### src/hw/rtl/interpolated_wavetable_oscillator_macros.svh
// Assertion macros for the interpolated wavetable oscillator.
// Included by the top level; no other dependencies.
`ifndef INTERPOLATED_WAVETABLE_OSCILLATOR_MACROS_SVH
`define INTERPOLATED_WAVETABLE_OSCILLATOR_MACROS_SVH

// Check cons in the same cycle as ante.
`define IWO_ASSERT_NOW(label, clk, rst_n, ante, cons, msg) \
    label: assert property (@(posedge clk) disable iff (!rst_n) (ante) |-> (cons)) \
        else $error(msg);

// Check cons in the cycle after ante.
`define IWO_ASSERT_NEXT(label, clk, rst_n, ante, cons, msg) \
    label: assert property (@(posedge clk) disable iff (!rst_n) (ante) |=> (cons)) \
        else $error(msg);

`endif

### src/hw/rtl/iwo_pkg.sv
// Shared constants, types and codes of the interpolated wavetable oscillator.
// No dependencies; used by the top level and iwo_mod_unit.
package iwo_pkg;

    // Table depth must be a power of two.
    localparam int TABLE_DEPTH = 4096;
    localparam int SAMPLE_BITS = 16;
    localparam int FRAC_BITS   = 16;
    localparam int RES_FRAC    = 24;

    localparam int ADDR_W  = $clog2(TABLE_DEPTH);
    localparam int SIZE_W  = ADDR_W + 1;

    localparam int CMD_W   = 2;
    localparam int FREQ_W  = 35;
    localparam int PHASE_W = 18;
    localparam int TADDR_W = 12;
    localparam int RATE_W  = 18;
    localparam int RES_W   = 25;
    localparam int TSIZE_W = 13;
    localparam int CFG_IDX_W  = 2;
    localparam int CFG_DATA_W = RES_W;

    localparam int IN_FIELDS_W = FREQ_W + PHASE_W + TADDR_W + SAMPLE_BITS;
    localparam int S_DATA_W    = ((IN_FIELDS_W + 7) / 8) * 8;
    localparam int M_DATA_W    = ((SAMPLE_BITS + 7) / 8) * 8;

    localparam int PHASE_LSB = FREQ_W;
    localparam int TADDR_LSB = PHASE_LSB + PHASE_W;
    localparam int TVAL_LSB  = TADDR_LSB + TADDR_W;

    localparam int POS_W   = RATE_W + FRAC_BITS;
    localparam int PROD_W  = PHASE_W + RATE_W + 1;
    localparam int X_W     = ((POS_W > PROD_W) ? POS_W : PROD_W) + 1;
    localparam int NUM_W   = X_W - 1;
    localparam int DEN_W   = POS_W;
    localparam int T_W     = POS_W + RES_W;
    localparam int IDXF_LSB = FRAC_BITS + RES_FRAC;
    localparam int IDXF_W  = T_W - IDXF_LSB;
    localparam int P_LO_W  = POS_W / 2;
    localparam int P_HI_W  = POS_W - P_LO_W;
    localparam int MLO_W   = P_LO_W + RES_W;
    localparam int MHI_W   = P_HI_W + RES_W;
    localparam int IP_W    = SAMPLE_BITS + FRAC_BITS + 2;

    typedef enum logic [CMD_W-1:0] {
        CMD_SAMPLE = 2'd0,
        CMD_WRITE  = 2'd1,
        CMD_REWIND = 2'd2
    } cmd_t;

    typedef enum logic [CFG_IDX_W-1:0] {
        CFG_RATE = 2'd0,
        CFG_RES  = 2'd1,
        CFG_SIZE = 2'd2
    } cfg_idx_t;

    localparam logic [RATE_W-1:0]  RATE_RESET = RATE_W'(48000);
    localparam logic [RES_W-1:0]   RES_RESET  = RES_W'(1431655);
    localparam logic [TSIZE_W-1:0] SIZE_RESET = TSIZE_W'(4096);

    typedef enum logic [4:0] {
        S_IDLE,
        S_P_MUL,
        S_P_ADD,
        S_P_DIV,
        S_P_WAIT,
        S_T_LO,
        S_T_HI,
        S_T_SUM,
        S_I_DIV,
        S_I_WAIT,
        S_RD_A,
        S_RD_B,
        S_I_MUL,
        S_I_ADD,
        S_Q_ADD,
        S_Q_DIV,
        S_Q_WAIT,
        S_OUT
    } state_t;

    typedef struct packed {
        logic             start;
        logic             neg;
        logic [NUM_W-1:0] mag;
        logic [DEN_W-1:0] den;
    } mod_req_t;

    typedef struct packed {
        logic             done;
        logic             busy;
        logic [DEN_W-1:0] rem;
    } mod_rsp_t;

endpackage

### src/hw/rtl/iwo_mod_unit.sv
// Bit-serial floor-modulo unit: one restoring step per cycle.
// Depends on iwo_pkg for widths and the request/response structs.
module iwo_mod_unit
    import iwo_pkg::*;
(
    input  logic     clk,
    input  logic     rst_n,
    input  mod_req_t req,
    output mod_rsp_t rsp
);

    localparam int CNT_W = $clog2(NUM_W);

    logic             busy_reg;
    logic             done_reg;
    logic [CNT_W-1:0] cnt_reg;
    logic [NUM_W-1:0] num_reg;
    logic [DEN_W-1:0] den_reg;
    logic [DEN_W-1:0] rem_reg;
    logic             neg_reg;

    logic [DEN_W:0]   trial;
    logic [DEN_W-1:0] rem_next;

    always_comb
    begin
        trial = {rem_reg, num_reg[NUM_W-1]};
        if (trial >= {1'b0, den_reg})
        begin
            rem_next = DEN_W'(trial - {1'b0, den_reg});
        end
        else
        begin
            rem_next = DEN_W'(trial);
        end
    end

    always_ff @(posedge clk or negedge rst_n)
    begin
        if (!rst_n)
        begin
            busy_reg <= 1'b0;
            done_reg <= 1'b0;
            cnt_reg  <= '0;
        end
        else
        begin
            done_reg <= 1'b0;
            if (req.start)
            begin
                busy_reg <= 1'b1;
                cnt_reg  <= '0;
            end
            else if (busy_reg)
            begin
                cnt_reg <= cnt_reg + CNT_W'(1);
                if (cnt_reg == CNT_W'(NUM_W - 1))
                begin
                    busy_reg <= 1'b0;
                    done_reg <= 1'b1;
                end
            end
        end
    end

    always_ff @(posedge clk)
    begin
        if (req.start)
        begin
            num_reg <= req.mag;
            den_reg <= req.den;
            neg_reg <= req.neg;
            rem_reg <= '0;
        end
        else if (busy_reg)
        begin
            num_reg <= {num_reg[NUM_W-2:0], 1'b0};
            rem_reg <= rem_next;
        end
    end

    // Fold a negative dividend back into [0, den).
    always_comb
    begin
        rsp.done = done_reg;
        rsp.busy = busy_reg;
        if (neg_reg && (rem_reg != '0))
        begin
            rsp.rem = den_reg - rem_reg;
        end
        else
        begin
            rsp.rem = rem_reg;
        end
    end

endmodule

### config.mk
export PLATFORM = sky130hd
export DESIGN_NAME = iwo_mod_unit
export DESIGN_NICKNAME = d
export VERILOG_FILES = /design/src/hw/rtl/interpolated_wavetable_oscillator_macros.svh /design/src/hw/rtl/iwo_pkg.sv /design/src/hw/rtl/iwo_mod_unit.sv
export SDC_FILE = /design/constraint.sdc
export NUM_CORES = 1
export LEC_CHECK = 0
export BUFFER_PORTS_ARGS = -buffer_cell sky130_fd_sc_hd__buf_2
export CORE_UTILIZATION = 60
export CTS_BUF_LIST = sky130_fd_sc_hd__clkbuf_2
export DETAILED_ROUTE_END_ITERATION = 8
export GPL_TIMING_DRIVEN = 0
export PLACE_DENSITY = 0.82
export REMOVE_ABC_BUFFERS = 1
export SYNTH_ARGS = -nofsm -noshare
export SYNTH_HDL_FRONTEND = slang
export SYNTH_SLANG_ARGS = --single-unit
### constraint.sdc
create_clock -name clk -period 5.95 [get_ports clk]
set_input_delay 0.2975 -clock clk [delete_from_list [all_inputs] [get_ports clk]]
set_output_delay 0.2975 -clock clk [all_outputs]
set_load 0.1 [all_outputs]
# After elaboration in Yosys (flattened, before gate mapping)
# Cells that the tools add are included.
# classes
n_lt_le_gt_ge,1
n_eq_ne,1
muxes,12
reduce_logical,3
addsub,3
# ops
cell,count
$mux W37,2
$mux W34,2
$sub A34 B34 Y34,2
$ge A35 B34 Y1,1
$reduce_bool A34 Y1,1
$mux W6,2
$add A6 B1 Y6 const B,1
$eq A6 B6 Y1 const B,1
$mux W1,6
$reduce_bool A2 Y1,1
$logic_and A1 B1 Y1,1
# totals
out_inout_bits,36
input_bits,75
regBits,114

# Longest topological paths before layout
# Gate-level depths: netlist (run 1).
# depth
word_depth,4
mapped_depth,13
mapped_depth_nobuf,12

# Worst setup path after synthesis (run 1)
# Ideal clock, no wire load.
# synth_timing
kind,flip-flop to output port
startpoint,register rem_reg[1]
endpoint,output rsp[31] (netlist name)
path_stages_with_launch,12
t_arrival_ns,4.350
path_buffers,0
required_time_ns,5.653
slack_ns,1.302
cell_sequence,dfxtp_1 > inv_1 > ha_1 > nor2b_1 > o31a_1 > o41ai_2 > o21ai_1 > a211oi_2 > o21bai_1 > a41oi_1 > xor2_1 > o21ai_0
# synth_rtl
item,line,source
start: declaration,iwo_mod_unit.sv:19,logic [DEN_W-1:0] rem_reg;
start signal: assignment,iwo_mod_unit.sv:78,rem_reg <= rem_next;
end: declaration,iwo_mod_unit.sv:9,output mod_rsp_t rsp

==> summary.txt, run 1 <==
Finish
  • Cell area after layout: slightly above 10000 µm²
  • Max FFs per register: 37
  • Ant diodes: 0
  • Reg area: just over 3000 µm²
  • Area occupied by multi-input gates: roughly 5000 µm²
  • Fraction of layout cells with a size suffix above 1: roughly 18%
  • Post-Layout Cell Count: about 1300
  • Fillers: 1048
  • Area added between synthesis and finish: 20.0%
  • NumNets Final: ~1300

Clocking
  • H-tree levels: 4
  • Clk sinks: around 110
  • Inserted Clock Buffers: 17
  • Resize count post-CTS: 0
  • CTS tree: yes
  • Clk root buf: clkbuf_2
  • CTS Buffer Depth: 2
  • Clk pin slew, worst setup/hold paths: ~210 ps
  • Clk_lat worst skew: 740 ps

Worst hold path
  • Hold Path Class: in2reg
  • Worst Hold Launch: req[72]

GRT
  • Grt total ovfl: 0
  • Grt met2 use: between 50 and 60%
  • Total track usage: 30.7%
  • Initial antenna violation count: 0
  • Global-route wire length before repair: roughly 35 mm
  • Routing usage on met3: ~6.8%
  • Met1 usage: between 30% and 40%
  • Gr busiest metal: met2
  • Largest net degree at the start of global routing: around 70
  • Vias in the first global route: 7449

Timing
  • Unrepaired setup endpoints after global routing: false
  • Slew Limit Headroom: 41.8%
  • Setup Viol. Count Final: 0
  • Final Hold Viols: 0
  • Max Clk Rate: roughly 210 MHz
  • Pins over their slew limit: 0
  • Fin crit share: around four fifths
  • Fin crit period: between 4000 and 5000 ps
  • Clock Skew: approximately 50 ps
  • Worst slew pin tran: 873 ps
  • Final worst setup slack: 1250 ps
  • Hold WS: around 64 ps

Synthesis
  • Top-count cell post-synth: nand2_1
  • Sequential share of the synthesized area: between 30% and 40%
  • Synth Instances: ~1000
  • Synth cell count leaders: nand2_1 (106), inv_1 (88), a21oi_1 (74)
  • Number of synthesized flops with an enable pin: slightly above 70
  • Synth area leader: edfxtp_1
  • Synth cell types: 76
  • Yosys top cell area share: between 20% and 30%
  • Ys async rst share: ~7%
  • Synth Cell Area: roughly 8600 µm²
  • Synth warnings: 0
  • Synth area leaders: edfxtp_1 (25%), ha_1 (10%), dfxtp_1 (7.9%)
  • Post-synth top flop: edfxtp_1
  • Seq cells post-synth: approximately 110
  • Post-Syn Area per Cell: just under 9 µm²

Routing
  • DRC: 0
  • DR vias/cell: around 5.9
  • Drt pass-1 iters: 8
  • Post-DR wirelength/cell: around 17 µm
  • Initial DRC Count: approximately 550
  • Final ANT Viol Nets: 0
  • Post-Route WL: ~22 mm
  • Via count: roughly 7900

Place
  • Place WS: 2100 ps
  • Dpl cell area: a little over 9000 µm²
  • Hpwl dp: roughly 15 mm
  • Port buffer count: 110
  • Dpl cells: approximately 1200
  • Routability congestion estimate: just over 0.9

Critical path
  • Crit Path Category: reg2out
  • Slowest-stage cell, CP: dfxtp_1
  • Worst EP required: 5650 ps
  • Worst setup startpoint: rem_reg[1]
  • Arrival time at the worst endpoint: about 4400 ps
  • CP max stage delay: 540 ps
  • Peak fanout along the critical path: 7
  • Worst-path cell chain: inv_1 -> ha_1 -> nor2b_1 -> o31a_1 -> o41ai_2 -> o21ai_1 -> a211oi_2 -> nor2_1 -> a311oi_1 -> xor2_1 -> o21ai_1 -> buf_2
  • Worst r2r src: den_reg[14]
  • CP top delay family: compound AO/OA/AOI/OAI gates
  • CP dominant cell by count: o21ai_1
  • CP startpoint kind: flop
  • WP buf/inv: 2
  • Worst setup EP type: output pin

Floorplanning
  • Row count: 43
  • I/O pins: about 110
  • Die height: between 100 and 150 µm
  • Die Wd: about 120 µm
  • Core footprint: roughly 14000 µm²
  • Die area: 14800 µm²
  • Initial Util: between 60% and 70%

Run
  • Max_cap viols: 0

Run status
  • Outcome: finished clean
## stage by stage
step	TNS, ps	util (%)
after CTS	0	73.8
final	0	74.1
after global routing	0	74.1
after detailed placement	0	66.7
after floorplan	-26310	-
after global placement	-48260	66.0
## final timing paths
check | end | slack (ps) | cells past startpoint
min in group asynchronous | cnt_reg[3] | 540 | 3
setup / recovery | rsp[27] | 1250 | 12
max in group asynchronous | busy_reg | 5120 | 3
setup reg to reg | rem_reg[30] | 2610 | 12
hold reg to reg | rem_reg[5] | 530 | 2
hold / removal | cnt_reg[3] | 60 | 2
## cells in the final DEF (no fill, tap or decap), types with 15 or more instances in the layout
| cell type | instances |
|---|---|
| nand3_1 | 19 |
| edfxtp_1 | 72 |
| mux2_2 | 36 |
| nor2_1 | 66 |
| inv_1 | 88 |
| xnor2_1 | 31 |
| dfxtp_1 | 34 |
| a21oi_1 | 74 |
| o21ai_0 | 63 |
| a311oi_1 | 26 |
| clkbuf_2 | 20 |
| dlygate4sd3_1 | 74 |
| xor2_1 | 28 |
| ha_1 | 69 |
| o21ai_1 | 15 |
| nand2_1 | 106 |
| buf_2 | 109 |
## cells by family after synthesis
| logic type | after synthesis | synth area share (%) |
|---|---|---|
| buf+inv | 129 | 6.05 |
| xor+xnor | 59 | 6.03 |
| flops | 114 | 35.5 |
| simple gates | 282 | 15.5 |
| compound gates | 276 | 21.2 |
| fa+ha+maj | 71 | 10.5 |
| mux | 40 | 5.21 |
## layer usage
metal | vias up | wire (µm)
met1 | 3684 | 9490
met2 | 250 | 10900
met5 | - | 0
met4 | 0 | 533
li1 | 3882 | -
met3 | 40 | 1270
## area by class of cell
type	count	share of cell area, %
well taps	180	2.19
inverters	88	3.21
clock inverters	12	1.30
flip-flops and latches	114	29.6
clock buffers	20	0.974
repair buffers	190	13.9
multi-input cells	728	48.8
## worst register-to-register path, stage by stage (launching register included)
cell      delay, ps
edfxtp_1        420
inv_1            60
ha_1            370
and3_1          240
nand2_1          80
nor3_1           40
a311o_1         310
a21oi_1         270
inv_1           210
nor2_2          600
buf_8           260
nand2_1          80
a311oi_1        300
## what timing repair did
item                      in CTS  in global routing
hold endpoints to repair      80                  0
hold buffers                  74                  0
setup buffers                  0                  0
Power of run 1 is left out: the tool's default activity adds up to more than one toggle a clock period on the data nets, which glitch-free logic cannot reach.
==> run 2, diff against run 1 <==
==> constraint.sdc (replaced) <==
create_clock -name clk -period 4.55 [get_ports clk]
set_input_delay 0.2275 -clock clk [delete_from_list [all_inputs] [get_ports clk]]
set_output_delay 0.2275 -clock clk [all_outputs]
set_load 0.1 [all_outputs]
==> summary.txt, run 2 (same netlist as run 1, synthesis figures left out) <==
Clocking
  • Post-CTS setup buffers: 0 (unchanged)
  • CTS tree: yes (unchanged)
  • Clk_lat worst skew: 740 ps (about the same)
  • CTS Buffer Depth: 2 (unchanged)
  • Inserted Clock Buffers: 17 (unchanged)
  • Clk root buf: clkbuf_2 (unchanged)
  • Clk pin slew, worst setup/hold paths: 220 ps (was 210 ps)
  • H-tree levels: 4 (unchanged)
  • Clk sinks: 114 (unchanged)

Routing
  • Initial DRC Count: 559 (was 546)
  • Via count: 7887 (was 7856)
  • DR vias/cell: 5.91 (was 5.90)
  • DRC: 0 (unchanged)
  • Post-Route WL: 22.4 mm (was 22.2 mm)
  • Post-DR wirelength/cell: 16.8 µm (was 16.6 µm)
  • Final ANT Viol Nets: 0 (unchanged)
  • Drt pass-1 iters: 7 (was 8)

Place
  • Dpl cells: 1224 (unchanged)
  • Hpwl dp: 14.8 mm (unchanged)
  • Routability congestion estimate: 0.926 (unchanged)
  • Dpl cell area: 9260 µm² (unchanged)
  • Port buffer count: 110 (unchanged)

GRT
  • Vias in the first global route: 7464 (was 7449)
  • Grt total ovfl: 0 (unchanged)
  • Largest net degree at the start of global routing: 72 (unchanged)
  • Met1 usage: 38.2% (was 38.3%)
  • Gr busiest metal: met2 (unchanged)
  • Global-route wire length before repair: 35.6 mm (was 35.5 mm)
  • Routing usage on met3: 7.19% (was 6.81%)
  • Initial antenna violation count: 0 (unchanged)
  • Grt met2 use: 52.0% (was 52.5%)
  • Total track usage: 30.8% (was 30.7%)

Critical path
  • Arrival time at the worst endpoint: 4180 ps (was 4410 ps)
  • Worst setup EP type: output pin (unchanged)
  • WP buf/inv: 1 (was 2)
  • Worst reg-to-reg path cell count: 12 (unchanged)
  • R2R Path End: rem_reg[30] (unchanged)
  • Reg-to-reg slack, setup: 1210 ps (was 2610 ps)
  • CP startpoint kind: flop (unchanged)
  • CP dominant cell by count: o21ai_1 (unchanged)
  • CP max stage delay: 510 ps (was 540 ps)
  • Peak fanout along the critical path: 4 (was 7)
  • CP top delay family: compound AO/OA/AOI/OAI gates (unchanged)
  • Slowest-stage cell, CP: edfxtp_1 (was dfxtp_1)
  • Worst r2r src: den_reg[14] (unchanged)
  • Worst EP required: 4320 ps (was 5650 ps)
  • Crit Path Category: reg2out (unchanged)
  • Worst-path cell chain: ha_1 -> nor2b_1 -> o31a_1 -> o41ai_4 -> o21ai_1 -> a211oi_2 -> nor2_1 -> a311oi_1 -> xor2_1 -> o21ai_1 -> buf_4 (was inv_1 -> ha_1 -> nor2b_1 -> o31a_1 -> o41ai_2 -> o21ai_1 -> a211oi_2 -> nor2_1 -> a311oi_1 -> xor2_1 -> o21ai_1 -> buf_2)

Finish
  • Max FFs per register: 37 (unchanged)
  • Post-Layout Cell Count: 1335 (was 1332)
  • Commonest cells after routing, fill and taps aside: nand2_1 (106), buf_2 (104), inv_1 (88), dlygate4sd3_1 (75), a21oi_1 (74) (was buf_2 (109), nand2_1 (106), inv_1 (88), a21oi_1 (74), dlygate4sd3_1 (74))
  • Cell area after layout: 10300 µm² (about the same)
  • Fraction of layout cells with a size suffix above 1: 17.8% (was 17.6%)
  • NumNets Final: 1286 (was 1285)
  • Area added between synthesis and finish: 20.5% (was 20.0%)
  • Most common cell after layout, fill and taps aside: nand2_1 (was buf_2)

Run
  • Max_cap viols: 0 (unchanged)

Timing
  • Slew Limit Headroom: 41.9% (was 41.8%)
  • Fin crit period: 4410 ps
  • Clock Skew: 49.8 ps (was 50.4 ps)
  • Fin crit share: a little over nine tenths
  • Unrepaired setup endpoints after global routing: false (unchanged)
  • Max Clk Rate: around 230 MHz
  • Final Hold Viols: 0 (unchanged)
  • Worst slew pin tran: 872 ps (was 873 ps)
  • Pins over their slew limit: 0 (unchanged)
  • Setup Viol. Count Final: 0 (unchanged)

Floorplanning
  • I/O pins: 111 (unchanged)
  • Row count: 43 (unchanged)
  • Die area: 14800 µm² (unchanged)
  • Die Wd: 122 µm (unchanged)
  • Die height: 122 µm (unchanged)
  • Core footprint: 13900 µm² (unchanged)
  • Initial Util: 61.7% (unchanged)

Worst hold path
  • Worst Hold End: den_reg[7] (was cnt_reg[3])
  • Hold Path Class: in2reg (unchanged)
  • Hold path depth: 2 (unchanged)
  • Worst Hold Launch: req[7] (was req[72])

Run status
  • Outcome: finished clean (unchanged)
[run 2: worst max path at each step]
stage / from / to / slack [ps] / cells after the start
floorplan: rem_reg[11] / rsp[10] / -2290 / 4
global placement: rem_reg[6] / rsp[33] / -3900 / 9
detailed placement: rem_reg[1] / rsp[31] / 770 / 12
CTS: rem_reg[0] / rsp[30] / 40 / 12
global route: den_reg[0] / rsp[30] / 2 / 13
finish: den_reg[1] / rsp[27] / 140 / 11
[run 2: what timing repair did]
| action | 4_1_cts | 5_1_grt |
|---|---|---|
| hold buffers | 75 | 0 |
| hold endpoints to repair | 94 | 0 |
| gates resized for setup | 3 | 5 |
| gates cloned | 0 | 0 |
| pin swaps | 0 | 0 |
| setup endpoints to repair | 3 | 11 |
[run 2: area by class of cell]
type	count	area, µm²
diodes	2	5.00
clock inverters	12	134
flip-flops and latches	114	3050
clock buffers	20	100
inverters	88	330
fillers	1041	3560
well taps	180	225
multi-input cells	728	5040
repair buffers	191	1450
[run 2: stage by stage]
| step | setup slack (ps) | utilization, % | setup TNS, ps | hold slack, ps |
|---|---|---|---|---|
| floorplan | -2290 | - | -70930 | -68.1 |
| global placement | -3900 | 66.0 | -93480 | 77.5 |
| detailed placement | 773 | 66.7 | 0 | 78.6 |
| CTS | 35.6 | 73.9 | 0 | 139 |
| global route | 1.66 | 74.3 | 0 | 112 |
| finish | 143 | 74.4 | 0 | 178 |
[run 2: routing by layer]
layer | vias up | wire (µm) | part of all wire, %
li1 | 3880 | - | -
met1 | 3688 | 9570 | 43
met2 | 266 | 10800 | 48
met3 | 53 | 1370 | 6.1
met4 | 0 | 674 | 3.0
met5 | - | 0 | 0
Power of run 2 is left out for the same reason.
==> run 3, diff against run 2 <==
--- a/config.mk
+++ b/config.mk
@@ -5,12 +5,13 @@
 export SDC_FILE = /design/constraint.sdc
 export NUM_CORES = 1
 export LEC_CHECK = 0
-export BUFFER_PORTS_ARGS = -buffer_cell sky130_fd_sc_hd__buf_2
-export CORE_UTILIZATION = 60
+export CORE_UTILIZATION = 55
 export CTS_BUF_LIST = sky130_fd_sc_hd__clkbuf_2
 export DETAILED_ROUTE_END_ITERATION = 8
+export DONT_BUFFER_PORTS = 1
 export GPL_TIMING_DRIVEN = 0
-export PLACE_DENSITY = 0.82
+export MAX_ROUTING_LAYER = met4
+export PLACE_DENSITY = 0.7
 export REMOVE_ABC_BUFFERS = 1
 export SYNTH_ARGS = -nofsm -noshare
 export SYNTH_HDL_FRONTEND = slang
==> summary.txt, run 3 (same netlist as run 1, synthesis figures left out) <==
Run status
  • Outcome: finished clean (unchanged)

Critical path
  • Crit Path Category: reg2out (unchanged)
  • Reg-to-reg slack, setup: 1330 ps (was 1210 ps)
  • Worst EP required: 4320 ps (about the same)
  • Worst setup EP type: output pin (unchanged)
  • Worst reg-to-reg path cell count: 11 (was 12)
  • R2R Path End: rem_reg[24] (was rem_reg[30])
  • Arrival time at the worst endpoint: 4060 ps (was 4180 ps)
  • Worst setup startpoint: den_reg[1] (unchanged)
  • CP startpoint kind: flop (unchanged)
  • Peak fanout along the critical path: 4 (unchanged)
  • Crit path capture: rsp[27] (unchanged)
  • Worst r2r src: den_reg[7] (was den_reg[14])

Floorplanning
  • I/O pins: 111 (unchanged)
  • Die area: 16100 µm² (was 14800 µm²)
  • Core footprint: 15200 µm² (was 13900 µm²)
  • Die Wd: 127 µm (was 122 µm)
  • Die height: 127 µm (was 122 µm)
  • Initial Util: 56.4% (was 61.7%)
  • Row count: 45 (was 43)

Timing
  • Fin crit period: 4290 ps (was 4410 ps)
  • Clock Skew: 48.4 ps (was 49.8 ps)
  • Pins over their slew limit: 0 (unchanged)
  • Unrepaired setup endpoints after global routing: false (unchanged)
  • Hold WS: 103 ps (was 178 ps)
  • Worst slew pin tran: 1330 ps (was 872 ps)
  • Fin Setup TNS: 0 ps (unchanged)
  • Max Clk Rate: 233 MHz (was 227 MHz)
  • Final Hold Viols: 0 (unchanged)
  • Slew Limit Headroom: 11.2% (was 41.9%)
  • Setup Viol. Count Final: 0 (unchanged)
  • Fin crit share: 94.3% (was 96.9%)

Finish
  • NumNets Final: 1177 (was 1286)
  • Area occupied by multi-input gates: 5340 µm² (was 5040 µm²)
  • Reg area: 3050 µm² (about the same)
  • Most common cell after layout, fill and taps aside: nand2_1 (unchanged)
  • Max FFs per register: 37 (unchanged)
  • Commonest cells after routing, fill and taps aside: nand2_1 (106), inv_1 (88), dlygate4sd3_1 (76), a21oi_1 (73), edfxtp_1 (72) (was nand2_1 (106), buf_2 (104), inv_1 (88), dlygate4sd3_1 (75), a21oi_1 (74))
  • Cell area after layout: 10100 µm² (was 10300 µm²)
  • Area added between synthesis and finish: 17.4% (was 20.5%)
  • Fillers: 1295 (was 1041)
  • Fraction of layout cells with a size suffix above 1: 13.0% (was 17.8%)
  • Final core utilization: 66.2% (was 74.4%)

Routing
  • Via count: 7337 (was 7887)
  • Post-Route WL: 20.7 mm (was 22.4 mm)
  • DRC: 0 (unchanged)
  • Drt pass-1 iters: 5 (was 7)
  • Post-DR wirelength/cell: 16.8 µm (about the same)
  • Final ANT Viol Nets: 0 (unchanged)
  • DR vias/cell: 5.95 (was 5.91)
  • Initial DRC Count: 496 (was 559)

GRT
  • Total track usage: 27.9% (was 30.8%)
  • Largest net degree at the start of global routing: 115 (was 72)
  • Initial antenna violation count: 1 (was 0)
  • Global-route wire length before repair: 34.5 mm (was 35.6 mm)
  • Grt total ovfl: 0 (unchanged)
  • Vias in the first global route: 7080 (was 7464)

Place
  • Routability congestion estimate: 0.883 (was 0.926)
  • Hpwl dp: 14.2 mm (was 14.8 mm)
  • Dpl cell area: 8890 µm² (was 9260 µm²)
  • Port buffer count: 0 (was 110)

Run
  • Max_cap viols: 0 (unchanged)

Clocking
  • Post-CTS setup buffers: 0 (unchanged)
  • Clk root buf: clkbuf_2 (unchanged)
  • Clk pin slew, worst setup/hold paths: 220 ps (about the same)
  • Clk_lat worst skew: 730 ps (was 740 ps)
  • CTS Buffer Depth: 2 (unchanged)
  • Inserted Clock Buffers: 17 (unchanged)
  • Clk sinks: 114 (unchanged)
  • H-tree levels: 4 (unchanged)
  • CTS tree: yes (unchanged)

Worst hold path
  • Hold Path Class: in2reg (unchanged)
  • Worst Hold Launch: req[7] (unchanged)
run 3: changes by cell type in the layout (fill, tap and decap cells not counted), sizes merged:
| cell | before | now |
|---|---|---|
| clkbuf | 22 | 18 |
| bufinv | 2 | 1 |
| clkinvlp | 4 | 2 |
| inv | 89 | 91 |
| buf | 114 | 6 |
| dlygate4sd3 | 75 | 76 |
| clkinv | 5 | 8 |
run 3: layout make-up:
cell class,count,share of cell area (%)
Clock buffer,18,0.895
Timing Repair Buffer,82,8.71
Inverter,88,3.28
Clock inverter,14,1.33
Sequential cell,114,30.3
Tap cell,188,2.34
Antenna cell,2,0.0497
Multi-Input combinational cell,728,53.1
run 3: per-stage QoR:
stage | setup slack [ps] | std cells
2_1_floorplan | -2290 | 930
3_3_place_gp | -5850 | 1118
3_5_place_dp | 510 | 1123
4_1_cts | 4.24 | 1232
5_1_grt | 3.96 | 1234
6_report | 259 | 1234
run 3: critical path, stage by stage (launching register included):
cell      delay, ps
edfxtp_1        480
ha_1            310
nor2b_1         150
o31a_1          340
o41ai_4         320
o21ai_2         210
a211oi_2        320
nor2_1          140
a311oi_1        350
xor2_1          150
o21ai_4         580
run 3: repair_timing:
action	in CTS	in global routing
hold endpoints to repair	157	0
hold buffers	77	0
endpoints found under the setup margin	14	13
pin swaps	2	5
gates resized for setup	12	12
run 3: worst min path at each step:
stage | end | slack (ps) | depth (start not counted)
6_report | den_reg[7] | 100 | 1
5_1_grt | den_reg[28] | 10 | 1
4_1_cts | den_reg[6] | 20 | 1
3_5_place_dp | cnt_reg[1] | -70 | 0
3_3_place_gp | cnt_reg[2] | -70 | 0
2_1_floorplan | busy_reg | -70 | 0
run 3: per-layer routing:
metal / global-route usage (%) / vias up / part of all wire, %
li1: - / 3682 / -
met1: 35.4 / 3452 / 47
met3: 5.53 / 26 / 4.6
met5: - / - / 0
met2: 44.7 / 177 / 47
met4: 8.82 / 0 / 1.6
Power of run 3 is left out for the same reason.
